`src/assert_macros.svh`:
```
// ---------------------------------------------------------------------------
// Assertion macros shared by the RTL
// ---------------------------------------------------------------------------
`ifndef ASSERT_MACROS_SVH
`define ASSERT_MACROS_SVH

// Property that must hold at every clock edge out of reset
`define PVMA_ASSERT(lbl, clk, rst, prop, msg) \
   lbl: assert property (@(posedge clk) disable iff (rst) (prop)) else $error(msg);

// Same-cycle implication out of reset
`define PVMA_ASSERT_IMPL(lbl, clk, rst, ante, cons, msg) \
   lbl: assert property (@(posedge clk) disable iff (rst) (ante) |-> (cons)) else $error(msg);

`endif

```
`src/pvma_pkg.sv`:
```
// ---------------------------------------------------------------------------
// pvma_pkg
// Shared constants and types of the pose velocity moving-average block.
// ---------------------------------------------------------------------------
`timescale 1ns / 1ps

package pvma_pkg;

   localparam int WINDOW_DEFAULT   = 8;
   localparam int DIV_W            = 64;
   localparam int CNT_W            = 7;
   localparam int VEL_ITERS        = 62;
   localparam int MIN_W            = 34;
   localparam logic [MIN_W-1:0] MIN_INTERVAL_RESET = 34'd100000000;
   localparam logic [29:0]      NS_PER_S           = 30'd1000000000;

   // divider control from the sequencer
   typedef struct packed {
      logic             start;
      logic [CNT_W-1:0] iters;
   } div_ctl_type;

   // divider status back to the sequencer
   typedef struct packed {
      logic busy;
      logic done;
   } div_sts_type;

endpackage

```
`src/pose_velocity_moving_average.sv`:
```
// ---------------------------------------------------------------------------
// pose_velocity_moving_average
// Finite-difference pose velocity with a moving-average window.
// ---------------------------------------------------------------------------
// Takes one pose sample at a time. A zero stamp is answered with ok clear and
// a zeroed payload. Any other sample that is stored has its velocities divided
// (when an earlier sample with another stamp is held), is pushed into the
// window and then has both window means divided; one that comes too early
// only has the window means divided. The single bit-per-cycle divider is used
// in turn for both velocity quotients and both window means. The result
// register lets the next sample be taken while a result waits; a second
// finished result holds the block until the first one has left.
`timescale 1ns / 1ps

`include "assert_macros.svh"

module pose_velocity_moving_average #(
   parameter int WINDOW = pvma_pkg::WINDOW_DEFAULT
) (
   input  logic                       clock,
   input  logic                       reset,
   // config: min_interval_ns
   input  logic                       csr_valid,
   output logic                       csr_ready,
   input  logic [pvma_pkg::MIN_W-1:0] csr_data,
   // tdata: stamp_ns[63:0], pos_x[95:64], pos_y[127:96]
   input  logic                       req_tvalid,
   output logic                       req_tready,
   input  logic [127:0]               req_tdata,
   // tdata: out_stamp_ns[63:0], vel_x[95:64], vel_y[127:96],
   //        out_x[159:128], out_y[191:160]
   output logic                       rsp_tvalid,
   input  logic                       rsp_tready,
   output logic [191:0]               rsp_tdata,
   // tuser: ok[0]
   output logic [0:0]                 rsp_tuser
);
   import pvma_pkg::*;

   localparam int IDX_W  = (WINDOW > 1) ? $clog2(WINDOW) : 1;
   localparam int FILL_W = $clog2(WINDOW + 1);
   localparam int SUM_W  = 33 + $clog2(WINDOW);

   typedef enum logic [9:0] {
      ST_IDLE   = 10'b0000000001,
      ST_CHECK  = 10'b0000000010,
      ST_MUL    = 10'b0000000100,
      ST_VSTART = 10'b0000001000,
      ST_VWAIT  = 10'b0000010000,
      ST_PUSH   = 10'b0000100000,
      ST_MSTART = 10'b0001000000,
      ST_MWAIT  = 10'b0010000000,
      ST_DONE   = 10'b0100000000,
      ST_ZERO   = 10'b1000000000
   } state_type;

   state_type state_ff, state_in;

   // configuration
   logic [MIN_W-1:0] min_ff;

   // stored state
   logic [63:0]       last_stamp_ff, last_stamp_in;
   logic [31:0]       last_px_ff, last_px_in;
   logic [31:0]       last_py_ff, last_py_in;
   logic              have_ff, have_in;
   logic [IDX_W-1:0]  head_ff, head_in;
   logic [FILL_W-1:0] fill_ff, fill_in;
   logic [SUM_W-1:0]  sum_x_ff, sum_x_in;
   logic [SUM_W-1:0]  sum_y_ff, sum_y_in;

   // per-item working registers
   logic [63:0] stamp_ff, stamp_in;
   logic [31:0] px_ff, px_in;
   logic [31:0] py_ff, py_in;
   logic        take_ff, take_in;
   logic [63:0] gap_ff, gap_in;
   logic [32:0] dx_ff, dx_in;
   logic [32:0] dy_ff, dy_in;
   logic        axis_ff, axis_in;
   logic [61:0] prod_ff, prod_in;
   logic        neg_ff, neg_in;
   logic [31:0] vx_ff, vx_in;
   logic [31:0] vy_ff, vy_in;
   logic [31:0] mx_ff, mx_in;
   logic [31:0] my_ff, my_in;

   // result register
   logic         rsp_valid_ff, rsp_valid_in;
   logic [191:0] rsp_data_ff, rsp_data_in;
   logic         rsp_ok_ff, rsp_ok_in;

   // divider and ring hookup
   div_ctl_type      div_ctl;
   div_sts_type      div_sts;
   logic [DIV_W-1:0] div_num, div_den, div_quot;
   logic             ring_wr, ring_rd;
   logic [63:0]      ring_rdata;

   // helpers
   logic [64:0]      limit;
   logic             early;
   logic [32:0]      d_sel, d_mag;
   logic [62:0]      prod_full;
   logic [SUM_W-1:0] sum_sel, sum_mag;
   logic [DIV_W-1:0] q_sat;
   logic [31:0]      q_lo;
   logic [SUM_W-1:0] old_x, old_y;
   logic             full;
   logic             rsp_free;

   assign csr_ready  = 1'b1;
   assign req_tready = (state_ff == ST_IDLE);
   assign rsp_free   = !rsp_valid_ff || rsp_tready;
   assign full       = (fill_ff == FILL_W'(WINDOW));

   // datapath helpers
   always_comb begin
      limit     = {1'b0, last_stamp_ff} + {{(65-MIN_W){1'b0}}, min_ff};
      early     = have_ff && ({1'b0, stamp_ff} < limit);
      d_sel     = axis_ff ? dy_ff : dx_ff;
      d_mag     = d_sel[32] ? (33'd0 - d_sel) : d_sel;
      prod_full = 63'(d_mag) * 63'(NS_PER_S);
      sum_sel   = axis_ff ? sum_y_ff : sum_x_ff;
      sum_mag   = sum_sel[SUM_W-1] ? (SUM_W'(0) - sum_sel) : sum_sel;
      old_x     = full ? {{(SUM_W-32){ring_rdata[31]}}, ring_rdata[31:0]} : '0;
      old_y     = full ? {{(SUM_W-32){ring_rdata[63]}}, ring_rdata[63:32]} : '0;
      // velocity saturation
      q_sat = div_quot;
      if (neg_ff && (div_quot > 64'h0000_0000_8000_0000)) begin
         q_sat = 64'h0000_0000_8000_0000;
      end else if (!neg_ff && (div_quot > 64'h0000_0000_7FFF_FFFF)) begin
         q_sat = 64'h0000_0000_7FFF_FFFF;
      end
      q_lo = neg_ff ? (32'd0 - q_sat[31:0]) : q_sat[31:0];
   end

   // divider operand select
   always_comb begin
      div_ctl.start = 1'b0;
      div_ctl.iters = CNT_W'(VEL_ITERS);
      div_num       = {prod_ff, 2'b00};
      div_den       = gap_ff;
      if (state_ff == ST_VSTART) begin
         div_ctl.start = 1'b1;
      end else if (state_ff == ST_MSTART) begin
         div_ctl.start = (fill_ff != '0);
         div_ctl.iters = CNT_W'(SUM_W);
         div_num       = {sum_mag, {(DIV_W-SUM_W){1'b0}}};
         div_den       = {{(DIV_W-FILL_W){1'b0}}, fill_ff};
      end
   end

   assign ring_rd = (state_ff == ST_CHECK);
   assign ring_wr = (state_ff == ST_PUSH);

   // sequencer
   always_comb begin
      state_in      = state_ff;
      last_stamp_in = last_stamp_ff;
      last_px_in    = last_px_ff;
      last_py_in    = last_py_ff;
      have_in       = have_ff;
      head_in       = head_ff;
      fill_in       = fill_ff;
      sum_x_in      = sum_x_ff;
      sum_y_in      = sum_y_ff;
      stamp_in      = stamp_ff;
      px_in         = px_ff;
      py_in         = py_ff;
      take_in       = take_ff;
      gap_in        = gap_ff;
      dx_in         = dx_ff;
      dy_in         = dy_ff;
      axis_in       = axis_ff;
      prod_in       = prod_ff;
      neg_in        = neg_ff;
      vx_in         = vx_ff;
      vy_in         = vy_ff;
      mx_in         = mx_ff;
      my_in         = my_ff;
      rsp_valid_in  = rsp_valid_ff && !rsp_tready;
      rsp_data_in   = rsp_data_ff;
      rsp_ok_in     = rsp_ok_ff;
      case (state_ff)
         ST_IDLE: begin
            if (req_tvalid) begin
               stamp_in = req_tdata[63:0];
               px_in    = req_tdata[95:64];
               py_in    = req_tdata[127:96];
               state_in = (req_tdata[63:0] == 64'd0) ? ST_ZERO : ST_CHECK;
            end
         end
         ST_CHECK: begin
            take_in  = !early;
            gap_in   = stamp_ff - last_stamp_ff;
            dx_in    = {px_ff[31], px_ff} - {last_px_ff[31], last_px_ff};
            dy_in    = {py_ff[31], py_ff} - {last_py_ff[31], last_py_ff};
            axis_in  = 1'b0;
            vx_in    = '0;
            vy_in    = '0;
            if (early) begin
               state_in = ST_MSTART;
            end else if (!have_ff || (stamp_ff == last_stamp_ff)) begin
               state_in = ST_PUSH;
            end else begin
               state_in = ST_MUL;
            end
         end
         ST_MUL: begin
            prod_in  = prod_full[61:0];
            neg_in   = d_sel[32];
            state_in = ST_VSTART;
         end
         ST_VSTART: begin
            state_in = ST_VWAIT;
         end
         ST_VWAIT: begin
            if (div_sts.done) begin
               if (axis_ff) begin
                  vy_in    = q_lo;
                  axis_in  = 1'b0;
                  state_in = ST_PUSH;
               end else begin
                  vx_in    = q_lo;
                  axis_in  = 1'b1;
                  state_in = ST_MUL;
               end
            end
         end
         ST_PUSH: begin
            sum_x_in = sum_x_ff - old_x + {{(SUM_W-32){vx_ff[31]}}, vx_ff};
            sum_y_in = sum_y_ff - old_y + {{(SUM_W-32){vy_ff[31]}}, vy_ff};
            head_in  = (head_ff == IDX_W'(WINDOW - 1)) ? '0 : head_ff + IDX_W'(1);
            if (!full) begin
               fill_in = fill_ff + FILL_W'(1);
            end
            last_stamp_in = stamp_ff;
            last_px_in    = px_ff;
            last_py_in    = py_ff;
            have_in       = 1'b1;
            state_in      = ST_MSTART;
         end
         ST_MSTART: begin
            neg_in = sum_sel[SUM_W-1];
            if (fill_ff == '0) begin
               mx_in    = '0;
               my_in    = '0;
               state_in = ST_DONE;
            end else begin
               state_in = ST_MWAIT;
            end
         end
         ST_MWAIT: begin
            if (div_sts.done) begin
               if (axis_ff) begin
                  my_in    = neg_ff ? (32'd0 - div_quot[31:0]) : div_quot[31:0];
                  axis_in  = 1'b0;
                  state_in = ST_DONE;
               end else begin
                  mx_in    = neg_ff ? (32'd0 - div_quot[31:0]) : div_quot[31:0];
                  axis_in  = 1'b1;
                  state_in = ST_MSTART;
               end
            end
         end
         ST_DONE: begin
            if (rsp_free) begin
               rsp_valid_in = 1'b1;
               rsp_ok_in    = 1'b1;
               rsp_data_in  = {py_ff, px_ff, my_ff, mx_ff, stamp_ff};
               state_in     = ST_IDLE;
            end
         end
         ST_ZERO: begin
            if (rsp_free) begin
               rsp_valid_in = 1'b1;
               rsp_ok_in    = 1'b0;
               rsp_data_in  = '0;
               state_in     = ST_IDLE;
            end
         end
         default: begin
            state_in = ST_IDLE;
         end
      endcase
   end

   // control registers
   always_ff @(posedge clock) begin
      if (reset) begin
         state_ff      <= ST_IDLE;
         min_ff        <= MIN_INTERVAL_RESET;
         last_stamp_ff <= '0;
         last_px_ff    <= '0;
         last_py_ff    <= '0;
         have_ff       <= 1'b0;
         head_ff       <= '0;
         fill_ff       <= '0;
         sum_x_ff      <= '0;
         sum_y_ff      <= '0;
         axis_ff       <= 1'b0;
         rsp_valid_ff  <= 1'b0;
      end else begin
         state_ff      <= state_in;
         if (csr_valid) begin
            min_ff <= csr_data;
         end
         last_stamp_ff <= last_stamp_in;
         last_px_ff    <= last_px_in;
         last_py_ff    <= last_py_in;
         have_ff       <= have_in;
         head_ff       <= head_in;
         fill_ff       <= fill_in;
         sum_x_ff      <= sum_x_in;
         sum_y_ff      <= sum_y_in;
         axis_ff       <= axis_in;
         rsp_valid_ff  <= rsp_valid_in;
      end
   end

   // payload registers
   always_ff @(posedge clock) begin
      stamp_ff    <= stamp_in;
      px_ff       <= px_in;
      py_ff       <= py_in;
      take_ff     <= take_in;
      gap_ff      <= gap_in;
      dx_ff       <= dx_in;
      dy_ff       <= dy_in;
      prod_ff     <= prod_in;
      neg_ff      <= neg_in;
      vx_ff       <= vx_in;
      vy_ff       <= vy_in;
      mx_ff       <= mx_in;
      my_ff       <= my_in;
      rsp_data_ff <= rsp_data_in;
      rsp_ok_ff   <= rsp_ok_in;
   end

   pvma_div u_div (
      .clock (clock),
      .reset (reset),
      .ctl   (div_ctl),
      .num   (div_num),
      .den   (div_den),
      .sts   (div_sts),
      .quot  (div_quot)
   );

   pvma_ring #(
      .WINDOW (WINDOW),
      .IDX_W  (IDX_W)
   ) u_ring (
      .clock   (clock),
      .wr_en   (ring_wr),
      .wr_addr (head_ff),
      .wr_data ({vy_ff, vx_ff}),
      .rd_en   (ring_rd),
      .rd_addr (head_ff),
      .rd_data (ring_rdata)
   );

   assign rsp_tvalid   = rsp_valid_ff;
   assign rsp_tdata    = rsp_data_ff;
   assign rsp_tuser[0] = rsp_ok_ff;

   // checks
   `PVMA_ASSERT(a_fill_bound, clock, reset, fill_ff <= FILL_W'(WINDOW), "fill count past window")
   `PVMA_ASSERT(a_head_bound, clock, reset, head_ff <= IDX_W'(WINDOW - 1), "ring head out of range")
   `PVMA_ASSERT_IMPL(a_div_idle, clock, reset, div_ctl.start, !div_sts.busy, "divider restarted while busy")
   `PVMA_ASSERT_IMPL(a_push_taken, clock, reset, state_ff == ST_PUSH, take_ff, "push of a rejected sample")

endmodule

```
`src/pvma_div.sv`:
```
// ---------------------------------------------------------------------------
// pvma_div
// Restoring unsigned divider, one quotient bit per cycle. The numerator is
// left aligned by the caller; iters bits are taken from its top.
// ---------------------------------------------------------------------------
`timescale 1ns / 1ps

module pvma_div (
   input  logic                       clock,
   input  logic                       reset,
   input  pvma_pkg::div_ctl_type      ctl,
   input  logic [pvma_pkg::DIV_W-1:0] num,
   input  logic [pvma_pkg::DIV_W-1:0] den,
   output pvma_pkg::div_sts_type      sts,
   output logic [pvma_pkg::DIV_W-1:0] quot
);
   import pvma_pkg::*;

   logic [DIV_W:0]   rem_ff, rem_in;
   logic [DIV_W-1:0] num_ff, num_in;
   logic [DIV_W-1:0] den_ff, den_in;
   logic [CNT_W-1:0] cnt_ff, cnt_in;
   logic             busy_ff, busy_in;
   logic             done_ff, done_in;
   logic [DIV_W:0]   rem_sh;
   logic [DIV_W+1:0] diff;

   // one restoring step
   always_comb begin
      rem_sh = {rem_ff[DIV_W-1:0], num_ff[DIV_W-1]};
      diff   = {1'b0, rem_sh} - {2'b00, den_ff};
      rem_in  = rem_ff;
      num_in  = num_ff;
      den_in  = den_ff;
      cnt_in  = cnt_ff;
      busy_in = busy_ff;
      done_in = 1'b0;
      if (ctl.start) begin
         rem_in  = '0;
         num_in  = num;
         den_in  = den;
         cnt_in  = ctl.iters;
         busy_in = 1'b1;
      end else if (busy_ff) begin
         if (!diff[DIV_W+1]) begin
            rem_in = diff[DIV_W:0];
         end else begin
            rem_in = rem_sh;
         end
         num_in = {num_ff[DIV_W-2:0], ~diff[DIV_W+1]};
         cnt_in = cnt_ff - CNT_W'(1);
         if (cnt_ff == CNT_W'(1)) begin
            busy_in = 1'b0;
            done_in = 1'b1;
         end
      end
   end

   always_ff @(posedge clock) begin
      rem_ff <= rem_in;
      num_ff <= num_in;
      den_ff <= den_in;
      cnt_ff <= cnt_in;
      if (reset) begin
         busy_ff <= 1'b0;
         done_ff <= 1'b0;
      end else begin
         busy_ff <= busy_in;
         done_ff <= done_in;
      end
   end

   assign sts.busy = busy_ff;
   assign sts.done = done_ff;
   assign quot     = num_ff;

endmodule

```
`src/pvma_ring.sv`:
```
// ---------------------------------------------------------------------------
// pvma_ring
// Velocity window memory: one write port, one registered read port.
// Each word holds {vel_y, vel_x}.
// ---------------------------------------------------------------------------
`timescale 1ns / 1ps

module pvma_ring #(
   parameter int WINDOW = pvma_pkg::WINDOW_DEFAULT,
   parameter int IDX_W  = 3
) (
   input  logic             clock,
   input  logic             wr_en,
   input  logic [IDX_W-1:0] wr_addr,
   input  logic [63:0]      wr_data,
   input  logic             rd_en,
   input  logic [IDX_W-1:0] rd_addr,
   output logic [63:0]      rd_data
);
   logic [63:0] mem [WINDOW];
   logic [63:0] rd_data_ff;

   // write port
   always_ff @(posedge clock) begin
      if (wr_en) begin
         mem[wr_addr] <= wr_data;
      end
   end

   // read port, data held until the next read
   always_ff @(posedge clock) begin
      if (rd_en) begin
         rd_data_ff <= mem[rd_addr];
      end
   end

   assign rd_data = rd_data_ff;

endmodule
```
`config.mk`:
```
export PLATFORM = sky130hd
export DESIGN_NAME = pose_velocity_moving_average
export DESIGN_NICKNAME = d
export VERILOG_FILES = /design/src/pvma_pkg.sv /design/src/pose_velocity_moving_average.sv /design/src/pvma_div.sv /design/src/pvma_ring.sv
export VERILOG_INCLUDE_DIRS = /design/src /design/src/src
export SDC_FILE = /design/constraint.sdc
export NUM_CORES = 2
export LEC_CHECK = 0
export ABC_AREA = 1
export BUFFER_PORTS_ARGS = -buffer_cell sky130_fd_sc_hd__clkbuf_2
export CAP_MARGIN = 0
export CORE_MARGIN = 2
export CORE_UTILIZATION = 35
export DETAILED_ROUTE_END_ITERATION = 7
export GPL_ROUTABILITY_DRIVEN = 0
export HOLD_SLACK_MARGIN = 0.08
export PLACE_DENSITY = 0.5
export SLEW_MARGIN = 20
export SYNTH_ARGS = -nofsm -noshare
export SYNTH_HDL_FRONTEND = slang
export SYNTH_HIERARCHICAL = 1
export SYNTH_SLANG_ARGS = --single-unit
```
`constraint.sdc`:
```
create_clock -name clock -period 39.3 [get_ports clock]
set_input_delay 3.93 -clock clock [delete_from_list [all_inputs] [get_ports clock]]
set_output_delay 3.93 -clock clock [all_outputs]
set_load 0.005 [all_outputs]
```
-- Word-level counts from Yosys, hierarchy flattened
Memory sizes are Yosys's and may differ from the RTL's. A register that Yosys moved wholly into a read port is not among the register bits.
Index checks and enable logic that the tools add are counted.
- memories kept: 1
- output and inout bits: 196
- bits of input ports: 167
- latch bits: 0
- RAM bits: 512
- register bits: 1088
- bits in read-only memories: 0
- logic and storage cells: 178
- multiplexer cells: 65
- multiply operators: 1
- bitwise logic cells: 3
- shift operators: 0
- reductions and logical operators: 31
- eq/ne operators: 26
- divide/modulo/power cells: 0
- add/subtract/negate cells: 16
- $lt $le $gt $ge: 3
- memories (name ; words ; width ; rd ports ; clocked after Yosys merged registers in ; write ports ; line ; source):
    u_ring.mem ; 8 ; 64 ; 1 ; 1 ; 1 ; pvma_ring.sv:20 ; logic [63:0] mem [WINDOW];
- operator list (kind ; count):
    $mux W64 ; 7
    $mux W32 ; 13
    $mux W192 ; 2
    $pmux W192 S2 ; 1
    $pmux W32 S2 ; 4
    $mux W36 ; 4
    $pmux W10 S9 ; 1
    $add A36 B36 Y36 ; 2
    $sub A36 B36 Y36 ; 2
    $mux W33 ; 2
    $sub A32 B32 Y33 ; 2
    $sub A65 B64 Y66 ; 1
    $add A64 B34 Y65 ; 1
    $lt A64 B65 Y1 ; 1
    $eq A64 B64 Y1 ; 1
    $gt A64 B31 Y1 const B ; 1
    $gt A64 B32 Y1 const B ; 1
    $logic_not A64 Y1 ; 1
    $sub A1 B32 Y32 const A ; 2
    $sub A64 B64 Y64 ; 1
    $mul A33 B21 Y53 const B ; 1
    $mux W10 ; 5
    $sub A1 B36 Y36 const A ; 1
    $sub A1 B33 Y33 const A ; 1
    37 further kinds ; 87

-- Longest topological paths before layout
- depth after elaboration: 9
- mapped depth: 41

-- Cells and area by module
The synthesis kept the hierarchy.
- by module, submodules not included (module ; cells each ; seq. area each (µm²) ; instances ; area each (µm²)):
    pose_velocity_moving_average ; 8183 ; 24093.1 ; 1 ; 68328.0
    pvma_ring ; 2294 ; 17296.6 ; 1 ; 24298.3
    pvma_div ; 2185 ; 5375.2 ; 1 ; 14490.1

-- Least setup slack after synthesis
OpenSTA, ideal clock, no wires.
- kind: register to register
- start: register state_ff[9]
- end: register vy_ff[0], enable pin
- stages on the path, launching flop included: 8
- data arrival time: 14.202 ns
- period minus slack after synthesis: 14.668 ns
- data required time: 38.834 ns
- path slack: 24.632 ns
- cell sequence: dfxtp_1 > nor2_1 > inv_2 > nor2_1 > inv_1 > nor4_2 > inv_1 > o21ai_0
- word-level cells in the longest chain between the ends: 3
- elaborated cells between the ends (all ways): 6
- classes of those cells: eq/ne: 4; reduce/logical: 2
- ends and longest elaborated chain (what ; line ; source):
    start, declared ; pose_velocity_moving_average.sv:57 ; state_type state_ff, state_in;
    start signal, assigned ; pose_velocity_moving_average.sv:305 ; state_ff <= state_in;
    $eq A10 B2 Y1 ; -- ;
    via ring_rd ; pose_velocity_moving_average.sv:97 ; logic ring_wr, ring_rd;
    $reduce_bool A2 Y1 (no source line) ; -- ;
    $reduce_and A3 Y1 (no source line) ; -- ;
    end signal, assigned ; pose_velocity_moving_average.sv:334 ; vy_ff <= vy_in;
    end, declared ; pose_velocity_moving_average.sv:84 ; logic [31:0] vy_ff, vy_in;
The timed path passes the listed nets, and every way through them passes these cells.
A chain may end at the register's enable or synchronous reset.

-- Worst setup path in the final report
- start: register axis_ff
- end: register prod_ff[61] (data pin)
- word-level cells in the longest chain between the ends: 4
- ends and longest elaborated chain (what ; line ; source):
    start, declared ; pose_velocity_moving_average.sv:80 ; logic axis_ff, axis_in;
    start signal, assigned ; pose_velocity_moving_average.sv:317 ; axis_ff <= axis_in;
    $mux W33 * ; pose_velocity_moving_average.sv:121 ; d_sel = axis_ff ? dy_ff : dx_ff;
    $sub A1 B33 Y33 ; pose_velocity_moving_average.sv:122 ; d_mag = d_sel[32] ? (33'd0 - d_sel) : d_sel;
    $mux W33 * ; pose_velocity_moving_average.sv:122 ;
    via d_mag[0] ; pose_velocity_moving_average.sv:103 ; logic [32:0] d_sel, d_mag;
    $mul A33 B21 Y53 * ; pose_velocity_moving_average.sv:123 ; prod_full = 63'(d_mag) * 63'(NS_PER_S);
    via prod_full[61] ; pose_velocity_moving_average.sv:104 ; logic [62:0] prod_full;
    end signal, assigned ; pose_velocity_moving_average.sv:331 ; prod_ff <= prod_in;
    end, declared ; pose_velocity_moving_average.sv:81 ; logic [61:0] prod_ff, prod_in;
Mark *: on every way through the listed nets, which the timed path passes. The rest lies on a longest branch.

==> flow_metrics.env <==
export IMPL_cts_max_level=4
export IMPL_peakVddDrop_uv=229
export IMPL_wl_per_cell_um=19.1
export IMPL_r2r_start="axis_ff"
export IMPL_hold_start="last_py_ff[31]"
export IMPL_io_buffers=361
export IMPL_wl_met2_mm=149
export IMPL_hold_path_class="reg2reg"
export IMPL_topRoutingLayerUsed="met5"
export IMPL_cpLargestDelayFamily="adder cells"
export IMPL_final_area_um2=120000
export IMPL_whs_ns=0.460
export IMPL_end_kind="flop"
export IMPL_die_y_um=557
export IMPL_cpMostUsedCell="inv_1"
export IMPL_hpwl_mm=251
export IMPL_setup_viol=0
export IMPL_pre_cts_ws_ns=30.01
export IMPL_syn_to_final_growth_pct=11.7
export IMPL_grt_ovfl_total=0
export IMPL_yosysWarnings=6
export IMPL_cp_max_fo=36
export IMPL_cp_slowest_cell="dfxtp_4"
export IMPL_powerDensity_nw_per_um2=82.2
export IMPL_rows=203
export IMPL_ctsLongestPathBuffers=4
export IMPL_met3_length_mm=17.7
export IMPL_synthesis_area_um2=107000
export IMPL_fin_crit_ns=9.22
export IMPL_setup_slack_ns=30.08
export IMPL_rsz0062_at_grt="no"
export IMPL_firstDrtPassIters=8
export IMPL_final_nets=14200
export IMPL_startpoint="axis_ff"
export IMPL_antenna_found_initial=12
export IMPL_cts_tree="built"
export IMPL_crit_required_ns=39.90
export IMPL_die_area_um2=310000
export IMPL_drc=0
export IMPL_netlist_instances=12700
export IMPL_p_leak_nw=55.0
export IMPL_total_power_mw=9.84
export IMPL_critical_path_max_stage_delay_ns=0.68
export IMPL_postRouteAntennaNets=0
export IMPL_worstPathArrival_ns=9.82
export IMPL_cts_hold_buf=0
export IMPL_clock_sinks=1664
export IMPL_final_layout_size_suffix_gt1_share_pct=7.13
export IMPL_instances_no_fill=17300
export IMPL_core_um2=305000
export IMPL_grt_max_degree=130
export IMPL_track_usage_pct=20.9
export IMPL_final_cell_mix="2,776 x nand2_1, 2,767 x inv_1, 1,344 x edfxtp_1"
export IMPL_top_level_ports=363
export IMPL_final_common_cell="nand2_1"
export IMPL_setup_tns_ns=0
export IMPL_grt_pass1_vias=79200
export IMPL_status="complete, no violations"
export IMPL_startpoint_type="flop"
export IMPL_vias_per_cell=4.72
export IMPL_die_w_um=557
export IMPL_critical_path_class="reg2reg"
export IMPL_wl_met1_mm=156
export IMPL_drt_iter0_markers=6175
export IMPL_postCtsSetupBuffers=0
export IMPL_cts_root_buffer="clkbuf_16"
export IMPL_fill_cells=31300
export IMPL_place_inst=16900
export IMPL_fin_skew_ns=0.0483
export IMPL_grt_pass1_wl_mm=495
export IMPL_initial_core_util_pct=35.1
export IMPL_vias=81400
export IMPL_tightest_slew_ns=1.21
export IMPL_max_freq_mhz=108
export IMPL_clkTransAtPathRegs_ns=0.06
export IMPL_final_util_pct=39.2
export IMPL_cts_buffers=192
export IMPL_cts_repair_resized=0
export IMPL_crit_buf_inv=9
export IMPL_timing_final_crit_share_pct=23.5
export IMPL_finalMaxSlewViolations=0
export IMPL_dpl_cell_area_um2=113000
export IMPL_finalHoldViolCount=0
export IMPL_cap_violations=0
export IMPL_clock_latency_ns=0.88
export IMPL_syn_avg_cell_area_um2=8.46
export IMPL_wirelength_mm=330
export IMPL_slew_headroom_pct=18.7
-- sequential cells by signal, summed over array words and instances (netlist names), 33 cells and up --
name / flops
gap_ff: 64
u_div/den_ff: 64
u_div/rem_ff: 64
dy_ff: 33
last_stamp_ff: 64
min_ff: 34
dx_ff: 33
rsp_tdata: 192
sum_x_ff: 36
u_ring/rd_data: 64
u_div/quot: 64
sum_y_ff: 36
prod_ff: 53
stamp_ff: 64
u_ring/mem: 512
-- power by group --
part / internal [mW] / leakage, nW / switching, mW
combinational: 2.08 / 37.2 / 3.63
clock: 1.06 / 3.09 / 0.769
sequential: 2.24 / 14.7 / 0.0631
-- per-layer routing --
layer / track usage (%) / vias to the layer above
met3: 2.94 / 362
met1: 29.5 / 38400
li1: - / 40800
met5: 0 / -
met4: 5.08 / 4
met2: 33.5 / 1845
-- worst paths after layout --
| path | to | slack [ns] | cells after the start |
|---|---|---|---|
| min reg2reg | last_py_ff[31] | 0.46 | 2 |
| max | prod_ff[61] | 30.08 | 35 |
| max reg2reg | prod_ff[61] | 30.08 | 35 |
| min | last_py_ff[31] | 0.46 | 2 |
-- worst register-to-register path, delay by kind of cell, from the launching register on --
| kind | cells | cell delay (ns) |
|---|---|---|
| buffers and inverters | 9 | 1.27 |
| AOI/OAI and AO/OA | 5 | 0.90 |
| xor gates and xnor gates | 2 | 0.61 |
| and+or+nand+nor | 11 | 1.71 |
| adders and majority gates | 8 | 3.80 |
| DFF | 1 | 0.68 |
-- cell type report --
type                    count  area (um^2)  share of cell area, %
multi-input cells        7891        48400                   40.5
clock buffers             251         5210                   4.35
clock inverters           105         1150                  0.959
repair buffers            438         2390                   2.00
diodes                      4         10.0                0.00837
well taps                4100         5130                   4.29
flip-flops and latches   1664        46800                   39.1
inverters                2810        10600                   8.83
No activity file was read; power rests on OpenSTA's default activity.
